===== config.mk =====
export PLATFORM = sky130hd
export DESIGN_NAME = ecsr_ctrl
export DESIGN_NICKNAME = d
export VERILOG_FILES = /design/src/rtl/ecsr_pkg.sv /design/src/rtl/ecsr_ctrl.sv
export SDC_FILE = /design/constraint.sdc
export NUM_CORES = 1
export LEC_CHECK = 0
export BUFFER_PORTS_ARGS = -buffer_cell sky130_fd_sc_hd__buf_2
export CAP_MARGIN = 20
export CORE_MARGIN = 2
export CORE_UTILIZATION = 30
export CTS_CLUSTER_SIZE = 20
export DETAILED_ROUTE_END_ITERATION = 8
export PLACE_DENSITY_LB_ADDON = 0.15
export SKIP_LAST_GASP = 1
export SYNTH_ARGS = -nofsm -noshare
export SYNTH_HDL_FRONTEND = slang
export SYNTH_SLANG_ARGS = --single-unit

===== constraint.sdc =====
create_clock -name i_clk -period 1.8 [get_ports i_clk]
set_input_delay 0.36 -clock i_clk [delete_from_list [all_inputs] [get_ports i_clk]]
set_output_delay 0.36 -clock i_clk [all_outputs]
set_load 0.01 [all_outputs]

===== src/rtl/ecsr_pkg.sv =====
// shared types and constants of the edge list to csr converter
// no dependencies; used by every module of the block
package ecsr_pkg;

    localparam int KIND_W      = 2;
    localparam int NODE_W      = 10;
    localparam int IDX_W       = 11;
    localparam int RATE_PORT_W = 64;
    localparam int STAT_W      = 2;
    localparam int KEY_W       = 2 * NODE_W;

    localparam int DEF_MAX_EDGES  = 1024;
    localparam int DEF_MAX_NODES  = 1024;
    localparam int DEF_RATE_WIDTH = 64;

    localparam logic [IDX_W-1:0] NODE_COUNT_RST = 11'd1024;

    typedef enum logic [KIND_W-1:0] {
        KIND_LOAD = 2'd0,
        KIND_ROW  = 2'd1,
        KIND_EDGE = 2'd2,
        KIND_NONE = 2'd3
    } t_kind;

    typedef enum logic [STAT_W-1:0] {
        ST_OK       = 2'd0,
        ST_RANGE    = 2'd1,
        ST_NOT_CONV = 2'd2
    } t_status;

    // controller to datapath
    typedef struct packed {
        logic load;
        logic rd_issue;
        logic resp;
        logic init;
        logic latch;
        logic scan;
        logic wr;
        logic i_next;
        logic rp_wr;
        logic pos_inc;
        logic node_inc;
        logic done;
    } t_cmd;

    // datapath to controller
    typedef struct packed {
        logic out_free;
        logic l_zero;
        logic i_last;
        logic i_kept;
        logic j_last;
        logic node_end;
        logic rp_match;
    } t_stat;

endpackage


===== src/rtl/ecsr_ctrl.sv =====
// controller of the edge list to csr converter: request handling,
// rank sort sequencing and row pointer build
// depends on ecsr_pkg
module ecsr_ctrl (
    input  logic                        i_clk,
    input  logic                        i_rst_n,
    input  logic                        i_in_valid,
    output logic                        o_in_ready,
    input  logic [ecsr_pkg::KIND_W-1:0] i_kind,
    input  logic                        i_last_edge,
    input  ecsr_pkg::t_stat             i_stat,
    output ecsr_pkg::t_cmd              o_cmd
);

    typedef enum logic [3:0] {
        S_IDLE, S_RESP, S_INIT, S_ORD, S_OLAT, S_SCAN, S_SEND, S_WR,
        S_RPWR, S_RPRD, S_RPCHK
    } t_state;

    t_state r_state, n_state;
    logic   accept;

    always_comb begin
        o_in_ready = (r_state == S_IDLE);
        accept     = i_in_valid && o_in_ready;
        o_cmd      = '0;
        n_state    = r_state;
        case (r_state)
            S_IDLE: begin
                if (accept) begin
                    case (i_kind)
                        ecsr_pkg::KIND_LOAD: begin
                            o_cmd.load = 1'b1;
                            if (i_last_edge) begin
                                n_state = S_INIT;
                            end
                        end
                        ecsr_pkg::KIND_ROW, ecsr_pkg::KIND_EDGE: begin
                            o_cmd.rd_issue = 1'b1;
                            n_state        = S_RESP;
                        end
                        default: ;
                    endcase
                end
            end
            S_RESP: begin
                if (i_stat.out_free) begin
                    o_cmd.resp = 1'b1;
                    n_state    = S_IDLE;
                end
            end
            S_INIT: begin
                o_cmd.init = 1'b1;
                n_state    = i_stat.l_zero ? S_RPWR : S_ORD;
            end
            S_ORD: n_state = S_OLAT;
            S_OLAT: begin
                if (i_stat.i_kept) begin
                    o_cmd.latch = 1'b1;
                    n_state     = S_SCAN;
                end else begin
                    o_cmd.i_next = 1'b1;
                    n_state      = i_stat.i_last ? S_RPWR : S_ORD;
                end
            end
            S_SCAN: begin
                o_cmd.scan = 1'b1;
                if (i_stat.j_last) begin
                    n_state = S_SEND;
                end
            end
            // last compare result lands in this cycle
            S_SEND: n_state = S_WR;
            S_WR: begin
                o_cmd.wr     = 1'b1;
                o_cmd.i_next = 1'b1;
                n_state      = i_stat.i_last ? S_RPWR : S_ORD;
            end
            S_RPWR: begin
                o_cmd.rp_wr = 1'b1;
                if (i_stat.node_end) begin
                    o_cmd.done = 1'b1;
                    n_state    = S_IDLE;
                end else begin
                    n_state = S_RPRD;
                end
            end
            S_RPRD: n_state = S_RPCHK;
            S_RPCHK: begin
                if (i_stat.rp_match) begin
                    o_cmd.pos_inc = 1'b1;
                    n_state       = S_RPRD;
                end else begin
                    o_cmd.node_inc = 1'b1;
                    n_state        = S_RPWR;
                end
            end
            default: n_state = S_IDLE;
        endcase
    end

    always_ff @(posedge i_clk) begin
        if (!i_rst_n) begin
            r_state <= S_IDLE;
        end else begin
            r_state <= n_state;
        end
    end

endmodule


==> reports/qor.yml, run 1 <==
fin_crit_ns: 1.78
setup_viol: 0
cts_sinks: 4
start_kind: "register"
drive_gt1_frac: 0.390
drt-total-wl_um: 1490
grt_util_all_layers: 0.154
syn_to_final_growth_pct: 34.1
finalHoldViolations: 0
path_max_fanout: 15
ant_nets: 0
synth_top_area_share: 0.146
port_buffers: 25
htree_levels: 1
required_ns: 1.44
final_util: 0.425
cts_tree: "yes"
largest_register_ffs: 4
place.gp.congestion: 0.706
die_area_mm2: 0.00218
top_register: "r_state"
post_drt_wl_per_cell_um: 11.5
cts_made_buffers: 3
vdd_drop_max_v: 0.000172
rows: 15
p_comb_frac: 0.370
die_height_um: 46.7
crit_buf_inv: 1
p_total_w: 0.000363
cts_root_buf: "clkbuf_4"
hpwl_um: 1170
pwr_density_cell_mw_per_mm2: 495
ys.flop_type: "dfxtp_1"
yosysWarningCount: 0
antenna_found_initial: 0
power.leakage_nw: 0.351
worstMarginPinSlew_ns: 0.378
drt_iter0_markers: 28
slew_viol_final: 0
synthesis.area_um2: 547
final_net_count: 121
yosysTopAreaCell: "dfxtp_1"
start_util: 0.317
seq_power_share: 0.317
use_met2: 0.233
yosys.cell_count.top_type: "nor2_1"
clk_latency_ns: 0.24
min_path_type: "in -> reg"
internal_power_w: 0.000239
grt_pass1_wl_um: 2400
clockPowerShare: 0.314
critPathCaptureType: "output port"
postCtsSetupBuffers: 0
power_switching_w: 0.000125
boundaryPins: 26
async_reset_ff_frac: 0
syn-instance-count: 78
routed_via_density: 4.96
core_area_mm2: 0.00173
finalCritPeriodShare: 0.991
slew_headroom: 0.744
met1_usage: 0.222
synth_edf_count: 0
yosys_register_bits: 4
yosys.cell_types.count: 40
synth_nets: 92
drcViolationCount: 0
top_usage_layer: "met2"
fin_skew_ns: 0.00325
critPathMaxStageDelay_ns: 0.43
avgSynthCellArea_um2: 7.01
detail_route.first_pass.iterations: 4
clkSlewWorstSetupHoldPaths_ns: 0.04
cp.arrival_ns: 1.42
cts_buffer_depth: 2
crit_slowest_cell: "or3_1"
cap_violations: 0
top_regs: "r_state x4"
crit_chain: "or3_1 -> a21oi_1 -> buf_2"
synth_area_leaders: "dfxtp_1 (15%), nor2_1 (5.5%), a21oi_1 (4.6%)"
grt_pass1_vias: 551
die_x_um: 46.7
vias: 645
crit_family: "simple AND/OR/NAND/NOR gates"
critPathKind: "reg -> out"
max_freq_ghz: 0.560
grt_max_degree: 17
swShare: 0.343
rsz0062_at_grt: "true"
grtUsageMet3: 0.0118
n_antenna_cell: 0
yosysSeqAreaShare: 0.146
status: "finished clean"
synthTopCellsByCount: "nor2_1 (8), a21oi_1 (5), nand2_1 (5), nor3_1 (5)"
overflow: 0
[metrics by stage]
step                      instance area [µm²]  setup TNS [ns]  instances  hold WS (ns)  setup slack (ns)
final                                     733               0        130         0.373            0.0158
after global routing                      733         -0.0600        130         0.386           -0.0482
after CTS                                 731         -0.0486        130         0.379           -0.0486
after detailed placement                  706               0        127         0.631             0.191
after global placement                    706               0        127         0.635             0.176
after floorplan                           547               0         78         0.488            0.0189
[tightest hold or removal path, stage by stage]
cell	delay, ns
buf_2	0.10
nand3_1	0.07
a21oi_1	0.04
[area by class of cell]
type | count | area [µm²]
Inverter | 4 | 15.0
Sequential cell | 4 | 85.1
Clock buffer | 3 | 22.5
Fill cell | 200 | 993
Multi-Input combinational cell | 63 | 409
Tap cell | 25 | 31.3
Timing Repair Buffer | 31 | 170
[routing by layer]
metal  up-vias  share of wire
met4         0          0.011
li1        342              -
met3         2          0.053
met5         -              0
met1       278           0.49
met2        23           0.44
[power by group through the flow]
stage / clock network (W) / registers [W] / logic, W
floorplan: 0 / 0.0000980 / 0.000105
global placement: 0 / 0.000115 / 0.000133
detailed placement: 0 / 0.000114 / 0.000134
CTS: 0.000118 / 0.000113 / 0.000134
global route: 0.000119 / 0.000117 / 0.000150
finish: 0.000114 / 0.000115 / 0.000134
[worst paths after layout]
check	to	from	depth (start not counted)	slack, ns
setup / recovery	o_cmd[4]	r_state[0]	3	0.02
hold / removal	r_state[1]	i_rst_n	3	0.37
setup reg to reg	r_state[0]	r_state[1]	4	0.34
hold reg to reg	r_state[2]	r_state[3]	1	0.62
[cell usage in the layout, fill, tap and decap left out, drive strengths merged, types with 3 or more instances in the layout]
cell and n:
nor3 5, a21oi 5, dfxtp 4, nor2b 3
buf 31, nor2 9, inv 4, nand2b 3
nand2 5, clkbuf 3
[cell families after synthesis]
| group | Yosys count | share of synthesized area |
|---|---|---|
| fa+ha+maj | 1 | 0.0229 |
| mux | 2 | 0.0366 |
| flops | 4 | 0.146 |
| xor+xnor | 2 | 0.0320 |
| simple gates | 38 | 0.391 |
| buf+inv | 11 | 0.105 |
| compound gates | 20 | 0.265 |
[repair_timing]
| item | in CTS | in global routing |
|---|---|---|
| cloned | 0 | 0 |
| hold buffers | 0 | 0 |
| resized for setup | 2 | 2 |
| setup endpoints to repair | 5 | 6 |
No activity file was read; power rests on OpenSTA's default activity.
==> run 2, diff against run 1 <==
==> constraint.sdc (replaced) <==
create_clock -name i_clk -period 2.18 [get_ports i_clk]
set_input_delay 0.436 -clock i_clk [delete_from_list [all_inputs] [get_ports i_clk]]
set_output_delay 0.436 -clock i_clk [all_outputs]
set_load 0.01 [all_outputs]
==> reports/qor.yml, run 2 (synthesis gave the netlist of run 1 again) <==
postPlaceCellArea_um2: 668  # -5.3%
critPathMaxStageDelay_ns: 0.50  # +0.07 ns
cts_made_buffers: 3  # unchanged
cap_violations: 0  # unchanged
port_buffers: 25  # unchanged
fin_skew_ns: 0.00155  # -0.00170 ns
critPathLaunch: "r_state[1]"
path_max_fanout: 21  # +6
nFillCells: 201  # +0.50%
grt_util_all_layers: 0.138  # -0.0165
rows: 15  # unchanged
htree_levels: 1  # unchanged
critPathCaptureType: "output port"
min_path_type: "in -> reg"
mostFrequentLayoutCells: "buf_2 (25), nor2_1 (8), nand2_1 (5), nor3_1 (5), a21oi_1 (5)"
drive_gt1_frac: 0.330  # -0.0605
slew_headroom: 0.566  # -0.177
drcViolationCount: 0  # unchanged
drt-total-wl_um: 1450  # -3.2%
finalInstanceArea_um2: 692  # -5.6%
vdd_drop_max_v: 0.000133  # -23%
reg2reg_depth: 4  # unchanged
boundaryPins: 26  # unchanged
hpwl_um: 1040  # -11%
cp.arrival_ns: 1.58  # +0.16 ns
post_drt_wl_per_cell_um: 11.6  # +0.66%
multi_input_area_um2: 409  # unchanged
n_antenna_cell: 0  # unchanged
critPathCapture: "o_cmd[4]"
start_util: 0.317  # unchanged
top_regs: "r_state x4"
required_ns: 1.74  # +0.30 ns
cts_buffer_depth: 2  # unchanged
cts_root_buf: "clkbuf_4"
place.gp.congestion: 0.765  # +8.4%
finalHoldViolations: 0  # unchanged
setup_viol: 0  # unchanged
top_register: "r_state"
start_kind: "register"
core_area_mm2: 0.00173  # unchanged
drt_iter0_markers: 20  # -29%
die_x_um: 46.7  # unchanged
syn_to_final_growth_pct: 26.5
grt_pass1_wl_um: 2180  # -9.2%
r2r_setup_slack_ns: 0.54  # +0.20 ns
crit_slowest_cell: "dfxtp_1"
ant_nets: 0  # unchanged
clk_latency_ns: 0.24  # about the same
final_net_count: 116  # -4.1%
max_freq_ghz: 0.495
cts_sinks: 4  # unchanged
pwr_density_cell_mw_per_mm2: 426  # -14%
power.leakage_nw: 0.325  # -7.4%
die_area_mm2: 0.00218  # unchanged
seq_area_um2: 81.3  # -4.4%
clkSlewWorstSetupHoldPaths_ns: 0.04  # about the same
rsz0062_at_grt: "false"
die_height_um: 46.7  # unchanged
overflow: 0  # unchanged
antenna_found_initial: 0  # unchanged
final_common_cell: "buf_2"
grt_pass1_vias: 508  # -7.8%
finalCritPeriodShare: 0.927
grt_max_degree: 22  # +5
routed_via_density: 5.13  # +3.4%
tns_ns: 0  # unchanged
rr_startpoint: "r_state[0]"
crit_chain: "or3_1 -> a21oi_1 -> buf_2"
fin_crit_ns: 2.02
largest_register_ffs: 4  # unchanged
critPathKind: "reg -> out"
vias: 641  # -0.62%
detail_route.first_pass.iterations: 4  # unchanged
status: "finished clean"
timing.rr.end: "r_state[0]"
slew_viol_final: 0  # unchanged
cts_tree: "yes"
worstMarginPinSlew_ns: 0.650  # +0.271 ns
ctsHoldBuffers: 0  # unchanged
## run 2: worst min-delay path by stage
| stage | from | endpoint | slack, ns | depth (start not counted) |
|---|---|---|---|---|
| finish | i_rst_n | r_state[1] | 0.46 | 3 |
| global route | i_rst_n | r_state[1] | 0.47 | 3 |
| CTS | i_rst_n | r_state[1] | 0.46 | 3 |
| detailed placement | i_rst_n | r_state[1] | 0.71 | 3 |
| global placement | i_rst_n | r_state[3] | 0.73 | 3 |
| floorplan | i_rst_n | r_state[1] | 0.56 | 2 |
## run 2: cell type report
cell class                 instances  area share
sequential                         4       0.118
clock buffer                       3      0.0325
inverter                           4      0.0217
tap                               25      0.0452
timing repair buffer              26       0.192
multi-input combinational         63       0.591
## run 2: critical path: cells and delay by family, from the launching register on
| family | cells | cell delay (ns) |
|---|---|---|
| flops | 1 | 0.50 |
| simple gates | 1 | 0.48 |
| buf+inv | 1 | 0.17 |
| compound gates | 1 | 0.20 |
## run 2: what timing repair did
action / 4_1_cts / 5_1_grt
resized for setup: 0 / 1
endpoints found under the setup margin: 0 / 1
setup buffers: 0 / 0
## run 2: where the power goes
group          switching (W)  total (W)  internal (W)
combinational      0.0000488   0.000103     0.0000543
sequential         0.0000192  0.0000969     0.0000777
clock              0.0000331  0.0000948     0.0000618
## run 2: metrics by stage
stage | hold slack [ns] | total power, W | utilization | instances | setup slack (ns)
final | 0.464 | 0.000295 | 0.401 | 125 | 0.159
after detailed placement | 0.714 | 0.000200 | 0.387 | 122 | 0.406
after CTS | 0.457 | 0.000298 | 0.400 | 125 | 0.145
after global placement | 0.728 | 0.000202 | 0.387 | 122 | 0.400
after floorplan | 0.564 | 0.000168 | - | 78 | 0.323
after global routing | 0.469 | 0.000317 | 0.401 | 125 | 0.0650
## run 2: layer usage
layer,GRT usage,share of wire,vias up
li1,-,-,334
met5,0,0,-
met4,0.0667,0,0
met1,0.204,0.50,286
met2,0.197,0.46,21
met3,0.0118,0.035,0
==> run 3, diff against run 2 <==
--- a/config.mk
+++ b/config.mk
@@ -5,6 +5,7 @@
 export SDC_FILE = /design/constraint.sdc
 export NUM_CORES = 1
 export LEC_CHECK = 0
+export ABC_AREA = 1
 export BUFFER_PORTS_ARGS = -buffer_cell sky130_fd_sc_hd__buf_2
 export CAP_MARGIN = 20
 export CORE_MARGIN = 2
==> reports/qor.yml, run 3 <==
n_antenna_cell: 0  # unchanged
finalHoldViolations: 0  # unchanged
drive_gt1_frac: 0.336  # +0.00607
rsz0062_at_grt: "false"
synth_top_family_by_area: "simple AND/OR/NAND/NOR gates"
cts_sinks: 4  # unchanged
preCtsSetupSlack_ns: 0.557  # +0.151 ns
top_register: "r_state"
drt_iter0_markers: 6  # -70%
detail_route.first_pass.iterations: 4  # unchanged
routed_via_density: 4.56  # -11%
yosys.area_share.simple: 0.557  # +0.165
fin_skew_ns: 0.00195  # +0.000403 ns
synth-compound-area-share: 0.0907  # -0.175
critPathKind: "reg -> out"
synthTopCellsByCount: "nand2_1 (20), inv_1 (18), nor2_1 (16)"
place.gp.congestion: 0.852  # +11%
die_x_um: 44.7  # -4.3%
antenna_found_initial: 0  # unchanged
fin_ws_ns: 0.405  # +0.245 ns
cp.arrival_ns: 1.34  # -0.24 ns
status: "finished clean"
synth_edf_count: 0  # unchanged
core_area_mm2: 0.00152  # -12%
postPlaceCellArea_um2: 642  # -3.9%
whs_ns: 0.484  # +0.0207 ns
clk_latency_ns: 0.23  # about the same
worstMarginPinSlew_ns: 0.325  # -0.324 ns
mostFrequentLayoutCells: "buf_2 (25), nand2_1 (20), inv_1 (18)"
overflow: 0  # unchanged
cts_made_buffers: 3  # unchanged
synth_nets: 108  # +17%
tns_ns: 0  # unchanged
cap_violations: 0  # unchanged
drt-total-wl_um: 1300  # -10%
required_ns: 1.74  # about the same
power.leakage_nw: 0.430  # +32%
min_path_type: "in -> reg"
start_kind: "register"
boundaryPins: 26  # unchanged
synth_area_leaders: "dfxtp_1 (16%), nand2_1 (15%), inv_1 (14%)"
cts_tree: "yes"
synth_mux_area_frac: 0  # -0.0366
setup_viol: 0  # unchanged
largest_register_ffs: 4  # unchanged
drcViolationCount: 0  # unchanged
yosysTopAreaCell: "dfxtp_1"
pwr_density_cell_mw_per_mm2: 489  # +15%
finalInstanceArea_um2: 664  # -4.0%
synthesis.area_um2: 497  # -9.2%
postCtsSetupBuffers: 0  # unchanged
final_common_cell: "buf_2"
yosys.cell_types.count: 18  # -55%
grt_max_degree: 8  # -64%
slew_headroom: 0.782  # +0.216
clkSlewWorstSetupHoldPaths_ns: 0.04  # about the same
yosys.cell_count.top_type: "nand2_1"
synthAdderAreaFrac: 0.0252  # +0.00231
port_buffers: 25  # unchanged
seq_area_um2: 80.1  # -1.5%
grt_pass1_wl_um: 2210  # +1.3%
post_drt_wl_per_cell_um: 9.38  # -19%
cts_resized: 0  # unchanged
top_regs: "r_state x4"
cts_root_buf: "clkbuf_4"
ctsHoldBuffers: 0  # unchanged
multi_input_area_um2: 334  # -18%
hpwl_um: 1120  # +7.7%
critPathCaptureType: "output port"
htree_levels: 1  # unchanged
fin_crit_ns: 1.78  # -0.245 ns
yosysWarningCount: 0  # unchanged
slew_viol_final: 0  # unchanged
vias: 629  # -1.9%
ys.flop_type: "dfxtp_1"
avgSynthCellArea_um2: 5.28  # -25%
grt_pass1_vias: 562  # +11%
nFillCells: 178  # -11%
p_total_w: 0.000325  # +10%
die_area_mm2: 0.00200  # -8.4%
vdd_drop_max_v: 0.000237  # +78%
synthXorXnorAreaFrac: 0  # -0.0320
syn-instance-count: 94  # +21%
ant_nets: 0  # unchanged
async_reset_ff_frac: 0  # unchanged
syn_to_final_growth_pct: 33.8
final_net_count: 138  # +19%
rows: 14  # -1
max_freq_ghz: 0.563  # +14%
yosys_register_bits: 4  # unchanged
finalCritPeriodShare: 0.814  # -0.113
grt_util_all_layers: 0.149  # +0.0107
path_max_fanout: 6  # -71%
yosysSeqAreaShare: 0.161  # +0.0148
synth_top_area_share: 0.161  # +0.0148
cts_buffer_depth: 2  # unchanged
die_height_um: 44.7  # -4.3%
start_util: 0.326  # +0.00928
run 3: cells by family (layout without fill, tap and decap cells):
group           count (synthesis)  after routing
simple gates                   58             58
buf+inv                        22             50
compound gates                  9              9
flops                           4              4
fa+ha+maj                       1              1
run 3: area by class of cell:
class / instances / area share
multi-input cells: 68 / 0.503
clock buffers: 3 / 0.0339
inverters: 22 / 0.124
repair buffers: 25 / 0.188
well taps: 16 / 0.0301
flip-flops and latches: 4 / 0.121
run 3: metrics by stage:
step           instances   util
2_1_floorplan         94      -
3_3_place_gp         135  0.421
3_5_place_dp         135  0.421
4_1_cts              138  0.436
5_1_grt              138  0.436
6_report             138  0.436
run 3: where the power goes:
part	switching, W	internal, W	total (W)
sequential	0.0000132	0.0000803	0.0000935
clock	0.0000289	0.0000615	0.0000904
combinational	0.0000864	0.0000544	0.000141
total	0.000128	0.000196	0.000325
run 3: worst max-delay path, stage by stage (launching register included):
cell	delay (ns)
dfxtp_1	0.38
nor2_1	0.28
nand2_1	0.13
inv_1	0.08
nand2_1	0.05
inv_1	0.07
buf_2	0.13
run 3: final timing paths:
path	start	to	slack, ns	cells after the start
max	r_state[0]	o_cmd[7]	0.40	6
min	i_rst_n	r_state[1]	0.48	3
max reg2reg	r_state[0]	r_state[0]	0.94	7
min reg2reg	r_state[2]	r_state[2]	0.64	3
run 3: layer usage:
metal  vias to the layer above  global-route usage  share of wire
li1                        346                   -              -
met1                       261               0.195           0.48
met2                        22               0.238           0.44
met3                         0              0.0480          0.073
met4                         0              0.0303              0
met5                         -                   0              0
